`config.mk`:
```
export PLATFORM = sky130hd
export DESIGN_NAME = nmea_sentence_framer
export DESIGN_NICKNAME = d
export VERILOG_FILES = /design/src/hw/rtl/nsf_pkg.sv /design/src/hw/rtl/nsf_front.sv /design/src/hw/rtl/nsf_queue.sv /design/src/hw/rtl/nsf_back.sv /design/src/hw/rtl/nmea_sentence_framer.sv
export SDC_FILE = /design/constraint.sdc
export NUM_CORES = 1
export LEC_CHECK = 0
export BUFFER_PORTS_ARGS = -buffer_cell sky130_fd_sc_hd__buf_2
export CAP_MARGIN = 25
export CORE_MARGIN = 3
export CORE_UTILIZATION = 45
export DETAILED_ROUTE_END_ITERATION = 6
export GPL_TIMING_DRIVEN = 0
export PLACE_DENSITY = 0.72
export SYNTH_ARGS = -nofsm -noshare
export SYNTH_HDL_FRONTEND = slang
export SYNTH_HIERARCHICAL = 1
export SYNTH_SLANG_ARGS = --single-unit
```
`constraint.sdc`:
```
create_clock -name aclk -period 4.8 [get_ports aclk]
set_input_delay 0.48 -clock aclk [delete_from_list [all_inputs] [get_ports aclk]]
set_output_delay 0.48 -clock aclk [all_outputs]
set_load 0.01 [all_outputs]
```
`src/hw/rtl/nsf_pkg.sv`:
```
// Shared types and constants for the NMEA sentence framer.
`timescale 1ns / 1ps

package nsf_pkg;

    localparam int LINE_BYTES_DEF = 128;
    localparam int BYTE_W         = 8;
    localparam int LEN_W          = 7;
    localparam int HEX_W          = 4;
    localparam int S_TDATA_W      = 8;
    localparam int M_TDATA_W      = 32;

    localparam logic [BYTE_W-1:0] CH_DOLLAR = 8'h24;
    localparam logic [BYTE_W-1:0] CH_STAR   = 8'h2A;
    localparam logic [BYTE_W-1:0] CH_LF     = 8'h0A;
    localparam logic [BYTE_W-1:0] CH_CR     = 8'h0D;

    // Exactly two hex digits follow the star: star, digit, digit.
    localparam int CKSUM_SPAN = 3;

    typedef enum logic [1:0] {
        ST_NONE       = 2'd0,
        ST_SENTENCE   = 2'd1,
        ST_CKSUM_ERR  = 2'd2,
        ST_OVERLENGTH = 2'd3
    } status_t;

    typedef enum logic [2:0] {
        K_DOLLAR,
        K_CR,
        K_LF,
        K_STAR,
        K_TEXT
    } kind_t;

    // Classified character passed from front to back.
    typedef struct packed {
        kind_t             kind;
        logic              is_hex;
        logic [HEX_W-1:0]  hex_val;
        logic [BYTE_W-1:0] ch;
    } item_t;

    // Result item, lowest field last.
    typedef struct packed {
        logic [5:0]        pad;
        logic [LEN_W-1:0]  body_byte_index;
        logic              body_byte_valid;
        logic [BYTE_W-1:0] body_byte;
        logic              checksum_present;
        logic [LEN_W-1:0]  body_length;
        status_t           status;
    } result_t;

endpackage

```
`src/hw/rtl/nsf_front.sv`:
```
// Front end: accepts characters and classifies them.
`timescale 1ns / 1ps

module nsf_front (
    input  logic                          s_tvalid,
    output logic                          s_tready,
    input  logic [nsf_pkg::S_TDATA_W-1:0] s_tdata,    // [7:0] byte_in
    input  logic                          q_full,
    output logic                          q_push,
    output nsf_pkg::item_t                q_item
);
    import nsf_pkg::*;

    logic [BYTE_W-1:0] ch;

    assign ch       = s_tdata[BYTE_W-1:0];
    assign s_tready = !q_full;
    assign q_push   = s_tvalid && !q_full;

    always_comb begin
        q_item.ch      = ch;
        q_item.is_hex  = 1'b0;
        q_item.hex_val = ch[HEX_W-1:0];
        case (ch)
            CH_DOLLAR: q_item.kind = K_DOLLAR;
            CH_CR:     q_item.kind = K_CR;
            CH_LF:     q_item.kind = K_LF;
            CH_STAR:   q_item.kind = K_STAR;
            default:   q_item.kind = K_TEXT;
        endcase
        if (ch inside {[8'h30:8'h39]}) begin
            q_item.is_hex = 1'b1;
        end else if (ch inside {[8'h41:8'h46], [8'h61:8'h66]}) begin
            q_item.is_hex  = 1'b1;
            q_item.hex_val = ch[HEX_W-1:0] + 4'd9;
        end
    end

endmodule

```
`src/hw/rtl/nsf_queue.sv`:
```
// Two-entry queue between front and back end.
`timescale 1ns / 1ps

module nsf_queue (
    input  logic           aclk,
    input  logic           aresetn,
    input  logic           push,
    input  nsf_pkg::item_t wr_item,
    output logic           full,
    input  logic           pop,
    output logic           not_empty,
    output nsf_pkg::item_t rd_item
);
    import nsf_pkg::*;

    item_t      head_reg, head_next;
    item_t      tail_reg, tail_next;
    logic [1:0] cnt_reg, cnt_next;

    assign full      = cnt_reg == 2'd2;
    assign not_empty = cnt_reg != 2'd0;
    assign rd_item   = head_reg;

    always_comb begin
        head_next = head_reg;
        tail_next = tail_reg;
        cnt_next  = cnt_reg;
        case ({push, pop})
            2'b10: begin
                if (cnt_reg == 2'd0) begin
                    head_next = wr_item;
                end else begin
                    tail_next = wr_item;
                end
                cnt_next = cnt_reg + 2'd1;
            end
            2'b01: begin
                head_next = tail_reg;
                cnt_next  = cnt_reg - 2'd1;
            end
            2'b11: begin
                if (cnt_reg == 2'd1) begin
                    head_next = wr_item;
                end else begin
                    head_next = tail_reg;
                    tail_next = wr_item;
                end
            end
            default: begin
            end
        endcase
    end

    always_ff @(posedge aclk) begin
        if (!aresetn) begin
            cnt_reg <= 2'd0;
        end else begin
            cnt_reg <= cnt_next;
        end
        head_reg <= head_next;
        tail_reg <= tail_next;
    end

endmodule

```
`src/hw/rtl/nsf_back.sv`:
```
// Back end: sentence state, checksum check and result register.
`timescale 1ns / 1ps

module nsf_back #(
    parameter int LINE_BYTES = nsf_pkg::LINE_BYTES_DEF
) (
    input  logic                          aclk,
    input  logic                          aresetn,
    input  logic                          q_valid,
    input  nsf_pkg::item_t                q_item,
    output logic                          q_pop,
    output logic                          m_tvalid,
    input  logic                          m_tready,
    output logic [nsf_pkg::M_TDATA_W-1:0] m_tdata
);
    import nsf_pkg::*;

    localparam int CW = $clog2(LINE_BYTES);
    localparam logic [CW-1:0] CNT_LIM = CW'(LINE_BYTES - 1);

    logic              in_s_reg,   in_s_next;
    logic [CW-1:0]     cnt_reg,    cnt_next;
    logic              star_reg,   star_next;
    logic [CW-1:0]     spos_reg,   spos_next;
    logic [BYTE_W-1:0] xor_reg,    xor_next;
    logic [BYTE_W-1:0] rsum_reg,   rsum_next;
    logic              hexok_reg,  hexok_next;
    logic [LEN_W-1:0]  len_reg,    len_next;
    logic              ck_reg,     ck_next;
    logic              mvalid_reg, mvalid_next;
    result_t           res_reg,    res_next;

    logic              out_ready;
    logic [CW-1:0]     diff;
    logic [CW-1:0]     body;
    status_t           status;
    logic [BYTE_W-1:0] bb;
    logic              bv;
    logic [LEN_W-1:0]  bi;

    assign out_ready = !mvalid_reg || m_tready;
    assign q_pop     = q_valid && out_ready;
    assign m_tvalid  = mvalid_reg;
    assign m_tdata   = res_reg;
    assign diff      = cnt_reg - spos_reg;

    always_comb begin
        in_s_next  = in_s_reg;
        cnt_next   = cnt_reg;
        star_next  = star_reg;
        spos_next  = spos_reg;
        xor_next   = xor_reg;
        rsum_next  = rsum_reg;
        hexok_next = hexok_reg;
        len_next   = len_reg;
        ck_next    = ck_reg;
        status     = ST_NONE;
        bb         = '0;
        bv         = 1'b0;
        bi         = '0;
        body       = cnt_reg;
        if (q_pop) begin
            if (q_item.kind == K_DOLLAR) begin
                in_s_next  = 1'b1;
                cnt_next   = '0;
                star_next  = 1'b0;
                spos_next  = '0;
                xor_next   = '0;
                rsum_next  = '0;
                hexok_next = 1'b1;
            end else if (!in_s_reg || q_item.kind == K_CR) begin
            end else if (q_item.kind == K_LF) begin
                in_s_next = 1'b0;
                ck_next   = 1'b0;
                if (star_reg && (diff != CW'(CKSUM_SPAN) || !hexok_reg ||
                                 rsum_reg != xor_reg)) begin
                    status = ST_CKSUM_ERR;
                end else begin
                    if (star_reg) begin
                        ck_next = 1'b1;
                        body    = spos_reg;
                    end
                    len_next = LEN_W'(body);
                    status   = (body != '0) ? ST_SENTENCE : ST_NONE;
                end
            end else if (cnt_reg >= CNT_LIM) begin
                in_s_next  = 1'b0;
                cnt_next   = '0;
                star_next  = 1'b0;
                spos_next  = '0;
                xor_next   = '0;
                rsum_next  = '0;
                hexok_next = 1'b1;
                len_next   = '0;
                ck_next    = 1'b0;
                status     = ST_OVERLENGTH;
            end else begin
                if (!star_reg) begin
                    if (q_item.kind == K_STAR) begin
                        star_next = 1'b1;
                        spos_next = cnt_reg;
                    end else begin
                        xor_next = xor_reg ^ q_item.ch;
                        bb       = q_item.ch;
                        bv       = 1'b1;
                        bi       = LEN_W'(cnt_reg);
                    end
                end else if (!q_item.is_hex) begin
                    hexok_next = 1'b0;
                end else if (diff <= CW'(2)) begin
                    rsum_next = {rsum_reg[HEX_W-1:0], q_item.hex_val};
                end
                cnt_next = cnt_reg + CW'(1);
            end
        end
        res_next                  = res_reg;
        mvalid_next               = mvalid_reg;
        if (out_ready) begin
            mvalid_next = q_pop;
        end
        if (q_pop) begin
            res_next.pad              = '0;
            res_next.status           = status;
            res_next.body_length      = len_next;
            res_next.checksum_present = ck_next;
            res_next.body_byte        = bb;
            res_next.body_byte_valid  = bv;
            res_next.body_byte_index  = bi;
        end
    end

    always_ff @(posedge aclk) begin
        if (!aresetn) begin
            in_s_reg   <= 1'b0;
            cnt_reg    <= '0;
            star_reg   <= 1'b0;
            spos_reg   <= '0;
            xor_reg    <= '0;
            rsum_reg   <= '0;
            hexok_reg  <= 1'b1;
            len_reg    <= '0;
            ck_reg     <= 1'b0;
            mvalid_reg <= 1'b0;
        end else begin
            in_s_reg   <= in_s_next;
            cnt_reg    <= cnt_next;
            star_reg   <= star_next;
            spos_reg   <= spos_next;
            xor_reg    <= xor_next;
            rsum_reg   <= rsum_next;
            hexok_reg  <= hexok_next;
            len_reg    <= len_next;
            ck_reg     <= ck_next;
            mvalid_reg <= mvalid_next;
        end
        res_reg <= res_next;
    end

`ifndef SYNTHESIS
    a_body_no_status: assert property (@(posedge aclk) disable iff (!aresetn)
        mvalid_reg && res_reg.body_byte_valid |-> res_reg.status == ST_NONE)
        else $error("body item carries a line status");

    a_star_before_count: assert property (@(posedge aclk) disable iff (!aresetn)
        star_reg |-> spos_reg < cnt_reg)
        else $error("star position not below character count");

    a_overlength_clears: assert property (@(posedge aclk) disable iff (!aresetn)
        mvalid_reg && res_reg.status == ST_OVERLENGTH |->
            res_reg.body_length == '0 && !res_reg.checksum_present)
        else $error("overlength left stale line summary");
`endif

endmodule

```
`src/hw/rtl/nmea_sentence_framer.sv`:
```
// Top level of the NMEA sentence framer.
//
// Usage: one received character per input item on s_tdata[7:0]. Every
// accepted character gives exactly one result item on m_tdata, carrying
// the line status (none, sentence, checksum error, overlength), the last
// finished body length and checksum flag, and, for body characters before
// the star, the character and its index for an outside line store.
// Path: a character is classified as it is written into the queue, and the
// line state and the result register are updated as it leaves the queue.
// Throughput: one item per cycle while m_tready is high or no result waits,
// set by the state update in the back end; the two-entry queue lets the
// front keep accepting while the result register waits.
// When m_tready is low the result register holds, the queue fills and
// s_tready drops once it holds two items.
// Reset (aresetn low, synchronous) empties the queue and the result
// register and returns to outside-a-sentence with an empty line summary.
`timescale 1ns / 1ps

module nmea_sentence_framer #(
    parameter int LINE_BYTES = nsf_pkg::LINE_BYTES_DEF
) (
    input  logic                          aclk,
    input  logic                          aresetn,
    input  logic                          s_tvalid,
    output logic                          s_tready,
    input  logic [nsf_pkg::S_TDATA_W-1:0] s_tdata,  // [7:0] byte_in
    output logic                          m_tvalid,
    input  logic                          m_tready,
    // [1:0] status, [8:2] body_length, [9] checksum_present,
    // [17:10] body_byte, [18] body_byte_valid, [25:19] body_byte_index
    output logic [nsf_pkg::M_TDATA_W-1:0] m_tdata
);
    import nsf_pkg::*;

    item_t push_item;
    item_t head_item;
    logic  q_push;
    logic  q_full;
    logic  q_pop;
    logic  q_not_empty;

    nsf_front u_front (
        .s_tvalid (s_tvalid),
        .s_tready (s_tready),
        .s_tdata  (s_tdata),
        .q_full   (q_full),
        .q_push   (q_push),
        .q_item   (push_item)
    );

    nsf_queue u_queue (
        .aclk      (aclk),
        .aresetn   (aresetn),
        .push      (q_push),
        .wr_item   (push_item),
        .full      (q_full),
        .pop       (q_pop),
        .not_empty (q_not_empty),
        .rd_item   (head_item)
    );

    nsf_back #(
        .LINE_BYTES (LINE_BYTES)
    ) u_back (
        .aclk     (aclk),
        .aresetn  (aresetn),
        .q_valid  (q_not_empty),
        .q_item   (head_item),
        .q_pop    (q_pop),
        .m_tvalid (m_tvalid),
        .m_tready (m_tready),
        .m_tdata  (m_tdata)
    );

endmodule
```
# Word level (Yosys, flattened, before mapping)

Index checks and enable logic that the tools add are counted.

Flip-flop bits (word level): 102
Input bits: 12
Output and inout bits: 34
Word-level logic and storage cells: 173

Add/sub/neg operators: 5
$lt $le $gt $ge: 8
Equal/unequal tests: 22
Multiplexer cells: 74
Bitwise logic cells: 1
Reductions and logical operators: 38

Operators by type and width:

| cell                                                 | number |
|---|---|
| 2-to-1 mux 7 bit                                     | 22 |
| 2-to-1 mux 8 bit                                     | 13 |
| 2-to-1 mux 16 bit                                    | 4 |
| case mux 16 bit (3 select lines)                     | 1 |
| case mux 16 bit (2 select lines)                     | 1 |
| 2-to-1 mux 1 bit                                     | 26 |
| nonzero test 3 bit                                   | 6 |
| == test 8 x 4 -> 1 bit (second input constant)       | 2 |
| == test 8 x 6 -> 1 bit (second input constant)       | 2 |
| >= comparator 8 x 7 -> 1 bit (second input constant) | 2 |
| <= comparator 8 x 7 -> 1 bit (second input constant) | 2 |
| AND reduction 5 bit                                  | 3 |
| case mux 3 bit (4 select lines)                      | 1 |
| AND reduction 3 bit                                  | 3 |
| >= comparator 8 x 6 -> 1 bit (second input constant) | 1 |
| <= comparator 8 x 6 -> 1 bit (second input constant) | 1 |
| != test 8 bit                                        | 1 |
| nonzero test 2 bit                                   | 4 |
| XOR 8 bit                                            | 1 |
| adder 7 x 1 -> 7 bit (second input constant)         | 1 |
| >= comparator 7 bit (second input constant)          | 1 |
| <= comparator 7 x 2 -> 1 bit (second input constant) | 1 |
| != test 7 x 2 -> 1 bit (second input constant)       | 1 |
| nonzero test 7 bit                                   | 1 |
| other kinds (26)                                     | 47 |

# Logic depth before layout (Yosys ltp)

Gate-level depths: netlist of run 1.

Word-level depth: 15
Gate-level depth with buffers: 11
Mapped depth without buffers: 10

# Modules after synthesis

Netlist of run 1, hierarchy kept.

Modules (own cells, without submodules):

| module    | instances | cells each | area an instance (µm²) | sequential area each (µm²) |
|---|---|---|---|---|
| nsf_back  | 1         | 339        | 3288.2                 | 1621.6 |
| nsf_queue | 1         | 109        | 1691.6                 | 1001.0 |
| nsf_front | 1         | 43         | 307.8                  | 0.0 |

# Worst setup path before layout of run 1

Ideal clock, no wire load.

Path type: register to register
From: reg u_queue.cnt_reg[0]
To: reg u_queue.head_reg (netlist bit u_queue/rd_item[0]), enable pin
Arrival: 2640 ps
Required time: 4406 ps
Setup slack: 1766 ps
Stages on the path, launching flop included: 9
Path buffers: 0
Path through: dfxtp_1 > inv_1 > ha_1 > inv_1 > nand2_1 > inv_1 > inv_1 > ha_1 > a21oi_1

RTL lines:

| what                                                                          | RTL line                   | RTL |
|---|---|---|
| start: declaration                                                            | nsf_queue.sv:18            | `logic [1:0] cnt_reg, cnt_next;` |
| start signal: assignment                                                      | nsf_queue.sv:58            | `cnt_reg <= cnt_next;` |
| nonzero test 2 bit (*)                                                        | nsf_queue.sv:21            | `assign not_empty = cnt_reg != 2'd0;` |
| via q_not_empty                                                               | nmea_sentence_framer.sv:40 | `logic q_not_empty;` |
| logical AND 1 bit (*)                                                         | nsf_back.sv:42             | `assign q_pop = q_valid && out_ready;` |
| via q_pop                                                                     | nmea_sentence_framer.sv:39 | `logic q_pop;` |
| == test 2 bit or == test 2 x 1 -> 1 bit (tied branches)                       | nsf_queue.sv:28            | `case ({push, pop})` |
| != test 2 x 1 -> 1 bit (no source line) or nonzero test 3 bit (tied branches) | -                          |  |
| AND reduction 2 bit (no source line) (*)                                      | -                          |  |
| end signal: assignment                                                        | nsf_queue.sv:60            | `head_reg <= head_next;` |
| end: declaration                                                              | nsf_queue.sv:16            | `item_t head_reg, head_next;` |

Mark *: on every way through the listed nets, which the timed path passes. The rest lies on a longest branch.
A chain may end at the register's enable or synchronous reset.

# Worst setup path in the final report of run 1

From: reg u_queue.cnt_reg[0]
To: reg u_queue/tail_reg[1] (netlist bit), enable pin

RTL lines:

| what                                                                 | RTL line                   | RTL |
|---|---|---|
| nonzero test 2 bit (*)                                               | nsf_queue.sv:21            |  |
| via q_not_empty                                                      | nmea_sentence_framer.sv:40 |  |
| logical AND 1 bit (*)                                                | nsf_back.sv:42             |  |
| via q_pop                                                            | nmea_sentence_framer.sv:39 |  |
| == test 2 bit                                                        | nsf_queue.sv:28            |  |
| != test 2 bit (no source line) or nonzero test 2 bit (tied branches) | -                          |  |
| AND reduction 3 bit (no source line) (*)                             | -                          |  |
| end signal: assignment                                               | nsf_queue.sv:61            | `tail_reg <= tail_next;` |
| end: declaration                                                     | nsf_queue.sv:17            | `item_t tail_reg, tail_next;` |

Marked as above.

==> impl_metrics.csv, run 1 <==
group,metric,value,unit
sta,period_minus_slack,3.07,ns
cts,cts-resized-gates,0,
grt,grt_pass1_vias,3643,
cts,cts.sinks,102,
drt,via_per_inst,5.53,
synthesis,synthAdderAreaFrac,4.64,%
final_layout,n_antenna_cell,0,
synthesis,syn_inst,491,
power,cellLeakagePower,2.31,nW
drt,ant_nets,0,
cts,cts_tree,"yes",
cts,htree_levels,3,
power,vdd_ir_drop_max,0.277,mV
synthesis,ys_top_cells_by_count,"58 x edfxtp_1, 49 x nor2_1, 44 x dfxtp_1, 34 x and2_1, 30 x nand2_1",
sta,grt_setup_unrepaired,"false",
critical_path,reg2reg_depth,9,
synthesis,yosysWarnings,6,
sta,setup_viol,0,
cts,cts_hold_buf,0,
synthesis,synth_top_cell_by_area,"edfxtp_1",
drt,drtPass1Iterations,5,
grt,grt_pass1_wl,17300,um
final_layout,drive_above_1_share,18.3,%
critical_path,setup.worst_path.start_class,"register",
power,intPower,2.08,mW
placement,hpwl,7870,um
sta,fin_skew,0.00767,ns
drt,drc_errors,0,
floorplanning,initial_core_util,47.3,%
grt,grtUsageTotal,16.7,%
placement,io_buffer_count,39,
synthesis,async_reset_ff_share,0,%
cts,root_buffer,"clkbuf_16",
grt,grt_max_degree,21,
synthesis,avgSynthCellArea,10.8,um2
drt,drt_wl_total,10700,um
synthesis,ys.flop_type,"edfxtp_1",
floorplanning,die_w,114,um
run_status,status,"complete, no violations",
synthesis,synth-simple-area-share,15.3,%
sta,slew_violations,0,
worst_hold_path,hold_depth,2,
synthesis,netlist_top_cells_area,"edfxtp_1 33%, dfxtp_1 17%, ha_1 4.3%",
floorplanning,die-area,13100,um2
synthesis,synth-edff-count,58,
synthesis,synthMuxAreaShare,5.23,%
power,p_sw,0.928,mW
critical_path,timing_worst_setup_path_type,"reg2reg",
sta,tightest_slew,1.07,ns
critical_path,crit_fanout,16,
floorplanning,die_h,114,um
grt,grt-ovfl-total,0,
worst_hold_path,worstHoldPathType,"in2reg",
floorplanning,io_pins,46,
synthesis,synth-seq-cells,102,
power,pwr-share-comb,30.7,%
synthesis,synth_top_family_by_area,"simple AND/OR/NAND/NOR gates",
power,power_density,500,nW/um2
sta,period_share,64.0,%
cts,clk_pin_slew,0.07,ns
grt,antenna_found_initial,0,
synthesis,yosys.cell_count.top_type,"edfxtp_1",
synthesis,yosysUniqueCellTypes,62,
sta,hold_ws,0.388,ns
critical_path,worstSetupEndpointType,"register",
synthesis,yosys.area.top_type_share,32.9,%
synthesis,synthXorXnorAreaFrac,4.14,%
sta,slew_headroom,27.5,%
drt,drt_iter0_markers,254,
placement,place.gp.congestion,0.836,
final_layout,area_growth,13.8,%
critical_path,rrSetupSlack,1.73,ns
sta,fin_setup_tns,0,ns
critical_path,cp.required,4.78,ns
final_layout,largest_reg_flops,26,
cts,cts_setup_buffers,0,
cts,numCtsBuffers,9,
critical_path,rr_endpoint,"u_queue/tail_reg[1]",
sta,hold_viol_final,0,
synthesis,yosysSeqAreaShare,49.6,%
synthesis,synth_compound_area_share,15.1,%
critical_path,r2r-start,"u_queue/cnt_reg[0]",
worst_hold_path,min_to,"u_queue/cnt_reg[0]",
job,cap_violations,0,
sta,fmax,326,MHz
critical_path,crit_arrival,3.05,ns
power,p_sw_share,30.9,%
power,seqPwrFrac,44.6,%
floorplanning,core,11200,um2
worst_hold_path,min_from,"aresetn",
drt,vias,3832,
power,power_frac_clock,24.6,%
synthesis,syn_area,5290,um2
floorplanning,core.rowCount,38,
final_layout,nNetsFinal,579,
cts,cts_buffer_depth,2,
drt,wire_per_inst,15.4,um
cts,clk_latency,0.35,ns
==> cell families (layout without fill, tap and decap cells) <==
family	Yosys count	after routing
flip-flops	102	102
AND/OR/NAND/NOR	157	157
buffers and inverters	59	116
XOR/XNOR	25	25
adder cells (fa/ha/maj)	19	19
AO/OA/AOI/OAI	106	106
multiplexers	22	22
other	1	6
==> stage by stage <==
step                area, um2  setup slack [ns]  power (mW)  util, %  cells
global route             6020              1.42        3.19     53.8    693
global placement         5680              1.13        2.22     50.8    675
finish                   6020              1.73        3.01     53.8    693
CTS                      6020              1.66        3.04     53.8    693
floorplan                5310              1.77        1.99        -    496
detailed placement       5710              1.69        2.29     51.1    677
==> routing by layer <==
metal | up-vias | track usage, % | wire length [um]
met1 | 1843 | 20.3 | 4630
met4 | 0 | 6.33 | 209
met5 | - | 0 | 0
li1 | 1884 | - | -
met2 | 89 | 28.0 | 5360
met3 | 16 | 5.02 | 484
==> cells in the final DEF (no fill, tap or decap), drive strengths merged, types with 4 or more instances in the layout <==
cell type  instances
dfxtp             44
nor3               5
nor2b              7
edfxtp            58
ha                18
nand4              6
mux2i              4
mux2              18
nor2              49
and2              34
inv               23
xor2              21
buf               63
o21ai             19
xnor2              4
conb               6
o32ai              7
o2bb2ai            7
a21oi             15
a22oi             16
clkbuf            26
nand2             31
a31oi              5
a221o             16
==> worst max path at each step <==
stage / from / endpoint / slack [ns] / cells past startpoint
floorplan: u_queue/cnt_reg[0] / u_queue/rd_item[0] / 1.77 / 8
global placement: u_queue/cnt_reg[0] / u_queue/rd_item[0] / 1.13 / 8
detailed placement: u_queue/cnt_reg[0] / u_queue/tail_reg[1] / 1.69 / 9
CTS: u_queue/cnt_reg[0] / u_queue/tail_reg[1] / 1.66 / 9
global route: u_queue/cnt_reg[0] / u_back/cnt_reg[6] / 1.42 / 9
finish: u_queue/cnt_reg[0] / u_queue/tail_reg[1] / 1.73 / 9
==> power groups by stage <==
stage | clock, mW | combinational [mW] | sequential [mW]
4_1_cts | 0.764 | 0.933 | 1.34
5_1_grt | 0.800 | 1.02 | 1.36
3_5_place_dp | 0 | 0.930 | 1.36
2_1_floorplan | 0 | 0.603 | 1.38
3_3_place_gp | 0 | 0.867 | 1.35
6_report | 0.741 | 0.924 | 1.34
==> worst max-delay path: stages, from the launching register on <==
cell and delay [ns]:
dfxtp_1 0.38, inv_1 0.08, ha_1 0.21, inv_1 0.10, nand2_1 0.13, inv_1 0.51
ha_1 0.25, buf_2 0.20, buf_2 0.25, o21a_1 0.58
==> area by class of cell <==
type	count	area, um2
inverter	24	90.1
multi-input combinational	335	2370
clock buffer	13	262
timing repair buffer	41	230
clock inverter	3	42.5
sequential	102	2620
buffer	35	223
fill	937	5160
tap	140	175
(Power assumes the default switching activity.)
==> inputs of run 2 (changes only) <==
- clock period: 4.8 -> 2.9 ns (I/O delays scaled with it)
==> run 2 against run 1 <==
  * Count of clock-buffer cells in the layout fell by 3
  * Clock skew is 0.0028 ns higher
  * Worst hold slack worse by 0.21 ns
  * Global-route usage decreased by 0.11 points
  * Non-clock buffer count stayed put
  * Final cell count did not move
  * Critical path depth increased by 1
  * Fmax up 13%
  * Setup slack lost 1.6 ns
  * Clock power up 66%
  * Critical endpoint is now u_back/rsum_reg[7]
  * Highest routed layer unchanged
==> impl_metrics.csv, run 2 (synthesis results as in run 1) <==
group,metric,value,unit
sta,fin_skew,0.0105,ns
critical_path,crit_cells,10,
cts,htree_levels,3,
cts,cts_hold_buf,0,
sta,slew_violations,0,
critical_path,worstSetupEndpointType,"register",
cts,clk_latency,0.36,ns
critical_path,critical_path.top_delay_family,"compound AO/OA/AOI/OAI gates",
sta,setup_viol,0,
final_layout,drive_above_1_share,20.4,%
sta,period_minus_slack,2.73,ns
critical_path,crit_slowest_cell,"a31oi_1",
critical_path,crit_arrival,3.01,ns
placement,postPlaceCellArea,5710,um2
floorplanning,io_pins,46,
final_layout,nNetsFinal,579,
grt,grt-ovfl-total,0,
sta,hold_ws,0.177,ns
floorplanning,initial_core_util,47.3,%
sta,slew_headroom,35.8,%
critical_path,crit_buf_inv,1,
final_layout,layout_common_cells,"58 x edfxtp_1, 48 x nor2_1, 42 x buf_2",
grt,grtUsageTotal,16.6,%
drt,vias,3790,
final_layout,area_growth,14.4,%
drt,via_per_inst,5.47,
sta,hold_viol_final,0,
grt,grt_pass1_vias,3594,
cts,root_buffer,"clkbuf_16",
critical_path,timing_worst_setup_path_type,"reg2reg",
worst_hold_path,hold_depth,2,
grt,grt_max_degree,26,
worst_hold_path,worstHoldPathType,"in2reg",
final_layout,n_antenna_cell,0,
drt,ant_nets,0,
sta,tightest_slew,0.949,ns
floorplanning,die_h,114,um
job,cap_violations,0,
placement,placed_cells,676,
critical_path,slowest_delay,0.65,ns
cts,cts_tree,"yes",
power,power_density,823,nW/um2
floorplanning,die-area,13100,um2
drt,drc_errors,0,
grt,grt_pass1_wl,17400,um
floorplanning,core.rowCount,38,
critical_path,crit_fanout,8,
final_layout,multi_input_area,2390,um2
placement,place.gp.congestion,0.851,
cts,clk_pin_slew,0.08,ns
floorplanning,die_w,114,um
critical_path,cp.required,3.18,ns
power,cellLeakagePower,2.31,nW
critical_path,setup.worst_path.start_class,"register",
drt,drt_wl_total,10500,um
cts,cts_buffer_depth,2,
power,vdd_ir_drop_max,0.529,mV
drt,drt_iter0_markers,230,
sta,period_share,94.1,%
sta,fmax,366,MHz
critical_path,cp_cell_sequence,"inv_1 -> ha_1 -> fa_2 -> nand2b_1 -> a21oi_2 -> mux2i_1 -> and3_1 -> a31oi_1 -> a22oi_1 -> nor2_1",
final_layout,design_area,6050,um2
cts,numCtsBuffers,9,
final_layout,layout.cells.non_filler,693,
placement,hpwl,7770,um
cts,cts.sinks,102,
final_layout,largest_reg_flops,26,
final_layout,nFillCells,958,
critical_path,reg2reg_depth,10,
drt,drtPass1Iterations,5,
floorplanning,core,11200,um2
drt,wire_per_inst,15.2,um
final_layout,seq_area,2630,um2
run_status,status,"complete, no violations",
sta,grt_setup_unrepaired,"true",
placement,io_buffer_count,39,
grt,antenna_found_initial,0,
final_layout,mostFrequentLayoutCell,"edfxtp_1",
run 2: stage by stage:
stage                     power [mW]  worst slack, ns  util (%)  TNS [ns]
after floorplan                 3.29          -0.0180         -    -0.288
after global placement          3.67           -0.610      50.8    -29.70
after detailed placement        3.78          -0.0708      51.1    -0.586
after CTS                       5.00          0.00995      54.0         0
after global routing            5.28          -0.0385      54.1   -0.0607
final                           4.98            0.171      54.1         0
run 2: metal layers:
metal	global-route usage [%]	vias to the layer above	part of all wire, %
li1	-	1881	-
met1	20.6	1811	43
met2	28.0	84	51
met3	4.65	14	4.6
met4	5.46	0	1.3
met5	0	-	0
run 2: cell type report:
class / instances / share of cell area, %
Tap cell: 140 / 2.90
Clock inverter: 6 / 0.951
Inverter: 24 / 1.55
Sequential cell: 102 / 43.5
Clock buffer: 10 / 4.14
Buffer: 35 / 3.68
Timing Repair Buffer: 41 / 3.81
Multi-Input combinational cell: 335 / 39.5
run 2: repair_timing:
item,CTS,global route
gates resized for setup,3,8
pin swaps,1,2
setup buffers,1,0
setup endpoints to repair,34,49
run 2: path summary, 6_finish.rpt:
check / from / to / slack [ns]
worst max register to register: u_back/cnt_reg[0] / u_back/rsum_reg[7] / 0.17
worst max-delay path: u_back/cnt_reg[0] / u_back/rsum_reg[7] / 0.17
worst min register to register: u_back/hexok_reg / u_back/hexok_reg / 0.47
worst min-delay path: aresetn / u_queue/cnt_reg[0] / 0.18
run 2: where the power goes:
part / total (mW) / switching [mW] / leakage (nW) / internal [mW]
clock network: 1.23 / 0.571 / 0.153 / 0.656
logic: 1.53 / 0.869 / 1.23 / 0.665
registers: 2.22 / 0.162 / 0.924 / 2.06
total: 4.98 / 1.60 / 2.31 / 3.38
==> inputs of run 3 (changes only) <==
- PLACE_DENSITY: 0.72 -> 0.74
- clock period: 2.9 -> 2.4 ns (I/O delays scaled with it)
==> run 3 against run 2 <==
  * The run now ends with negative setup slack left
  * Final area is 5.5% higher
  * Largest power group unchanged
  * Via count rose by 4.9%
  * Wire length up 8.2%
  * Critical endpoint is now u_back/len_reg[4]
  * Setup slack got worse by 0.33 ns
  * Worst hold slack lost 0.036 ns
==> impl_metrics.csv, run 3 (synthesis results as in run 1) <==
group,metric,value,unit
run_status,status,"finished with violations",
run_status,failed_checks,"negative setup slack",
sta,slew_violations,0,
sta,period_share,106,%
sta,fin_skew,0.00821,ns
cts,clk_latency,0.34,ns
grt,grt_pass1_wl,18300,um
sta,setup_viol,18,
critical_path,crit_slowest_cell,"dfxtp_4",
critical_path,critical_path.top_delay_family,"compound AO/OA/AOI/OAI gates",
critical_path,crit_buf_inv,2,
cts,clk_pin_slew,0.07,ns
critical_path,cp_cell_sequence,"inv_4 -> ha_4 -> fa_2 -> xor2_1 -> o21ai_0 -> a31oi_1 -> nand4_1 -> o21ai_2 -> nand2_2 -> buf_6 -> o32ai_4",
sta,grt_setup_unrepaired,"true",
critical_path,timing_worst_setup_path_type,"reg2reg",
grt,grt_pass1_vias,3873,
cts,cts_tree,"yes",
drt,wire_per_inst,16.2,um
placement,place.gp.congestion,0.881,
floorplanning,core,11200,um2
cts,htree_levels,3,
floorplanning,initial_core_util,47.3,%
drt,vias,3974,
floorplanning,core.rowCount,38,
sta,slew_headroom,45.0,%
power,power,6.15,mW
critical_path,crit_arrival,2.80,ns
critical_path,crit_fanout,6,
job,cap_violations,0,
placement,postPlaceCellArea,5740,um2
critical_path,slowest_delay,0.37,ns
worst_hold_path,worstHoldPathType,"in2reg",
sta,fmax,391,MHz
final_layout,nNetsFinal,587,
cts,cts.sinks,102,
grt,grt-ovfl-total,0,
drt,ant_nets,0,
sta,hold_viol_final,0,
power,cellLeakagePower,2.39,nW
critical_path,worstSetupEndpointType,"register",
sta,tightest_slew,0.825,ns
final_layout,mostFrequentLayoutCell,"edfxtp_1",
floorplanning,die_h,114,um
power,power_density,964,nW/um2
drt,drt_iter0_markers,151,
final_layout,design_area,6380,um2
final_layout,area_growth,20.7,%
grt,antenna_found_initial,0,
final_layout,nFillCells,921,
floorplanning,die-area,13100,um2
drt,via_per_inst,5.67,
cts,cts_buffer_depth,2,
floorplanning,die_w,114,um
placement,hpwl,7820,um
sta,period_minus_slack,2.55,ns
final_layout,layout_common_cells,"58 x edfxtp_1, 44 x nor2_1, 40 x buf_2",
cts,root_buffer,"clkbuf_16",
drt,drt_wl_total,11400,um
power,vdd_ir_drop_max,0.448,mV
sta,timing.final.ws_setup,-0.155,ns
cts,numCtsBuffers,9,
grt,grtUsageTotal,17.5,%
critical_path,cp.required,2.65,ns
final_layout,n_antenna_cell,0,
drt,drtPass1Iterations,4,
final_layout,largest_reg_flops,26,
floorplanning,io_pins,46,
final_layout,drive_above_1_share,29.6,%
grt,grt_max_degree,18,
drt,drc_errors,0,
critical_path,setup.worst_path.start_class,"register",
placement,io_buffer_count,39,
run 3: per-stage QoR:
stage / util, % / setup TNS (ns) / instances / hold slack (ns) / setup slack [ns]
floorplan: - / -0.197 / 496 / 0.362 / -0.0123
global placement: 51.4 / -24.51 / 675 / 0.437 / -0.392
detailed placement: 51.4 / -32.70 / 675 / 0.448 / -0.519
CTS: 56.2 / -1.69 / 700 / 0.135 / -0.156
global route: 57.1 / -4.28 / 701 / 0.150 / -0.294
finish: 57.1 / -1.91 / 701 / 0.141 / -0.155
run 3: power breakdown:
group	switching, mW	internal, mW	leakage (nW)
Sequential	0.193	2.49	0.926
Clock	0.636	0.843	0.147
Combinational	1.14	0.852	1.32
Total	1.97	4.19	2.39
run 3: layout make-up:
type / instances / area, um2 / area share [%]
Inverter: 24 / 98.8 / 1.55
Clock buffer: 10 / 239 / 3.75
Timing Repair Buffer: 50 / 282 / 4.41
Buffer: 33 / 230 / 3.61
Multi-Input combinational cell: 335 / 2650 / 41.5
Tap cell: 140 / 175 / 2.75
Clock inverter: 6 / 67.6 / 1.06
Sequential cell: 102 / 2640 / 41.3
Timing Repair inverter: 1 / 5.00 / 0.0784
run 3: repair_timing:
item | CTS | global route
setup buffers | 8 | 2
cloned | 2 | 0
pin swaps | 15 | 6
hold buffers | 0 | 0
setup endpoints to repair | 98 | 66
gates resized for setup | 33 | 20
run 3: path summary, 6_finish.rpt:
kind | start | to | slack, ns | cells past startpoint
setup / recovery | u_back/cnt_reg[0] | u_back/len_reg[4] | -0.15 | 11
hold / removal | aresetn | u_queue/cnt_reg[0] | 0.14 | 2
setup reg to reg | u_back/cnt_reg[0] | u_back/len_reg[4] | -0.15 | 11
hold reg to reg | u_back/hexok_reg | u_back/hexok_reg | 0.47 | 1
run 3: layer usage:
layer  wire length [um]  vias to the layer above  global-route usage, %
met5                  0                        -                      0
met3                488                       25                   4.18
met2               5930                      102                   30.7
li1                   -                     1900                      -
met4                259                        0                   6.65
met1               4700                     1947                   20.8
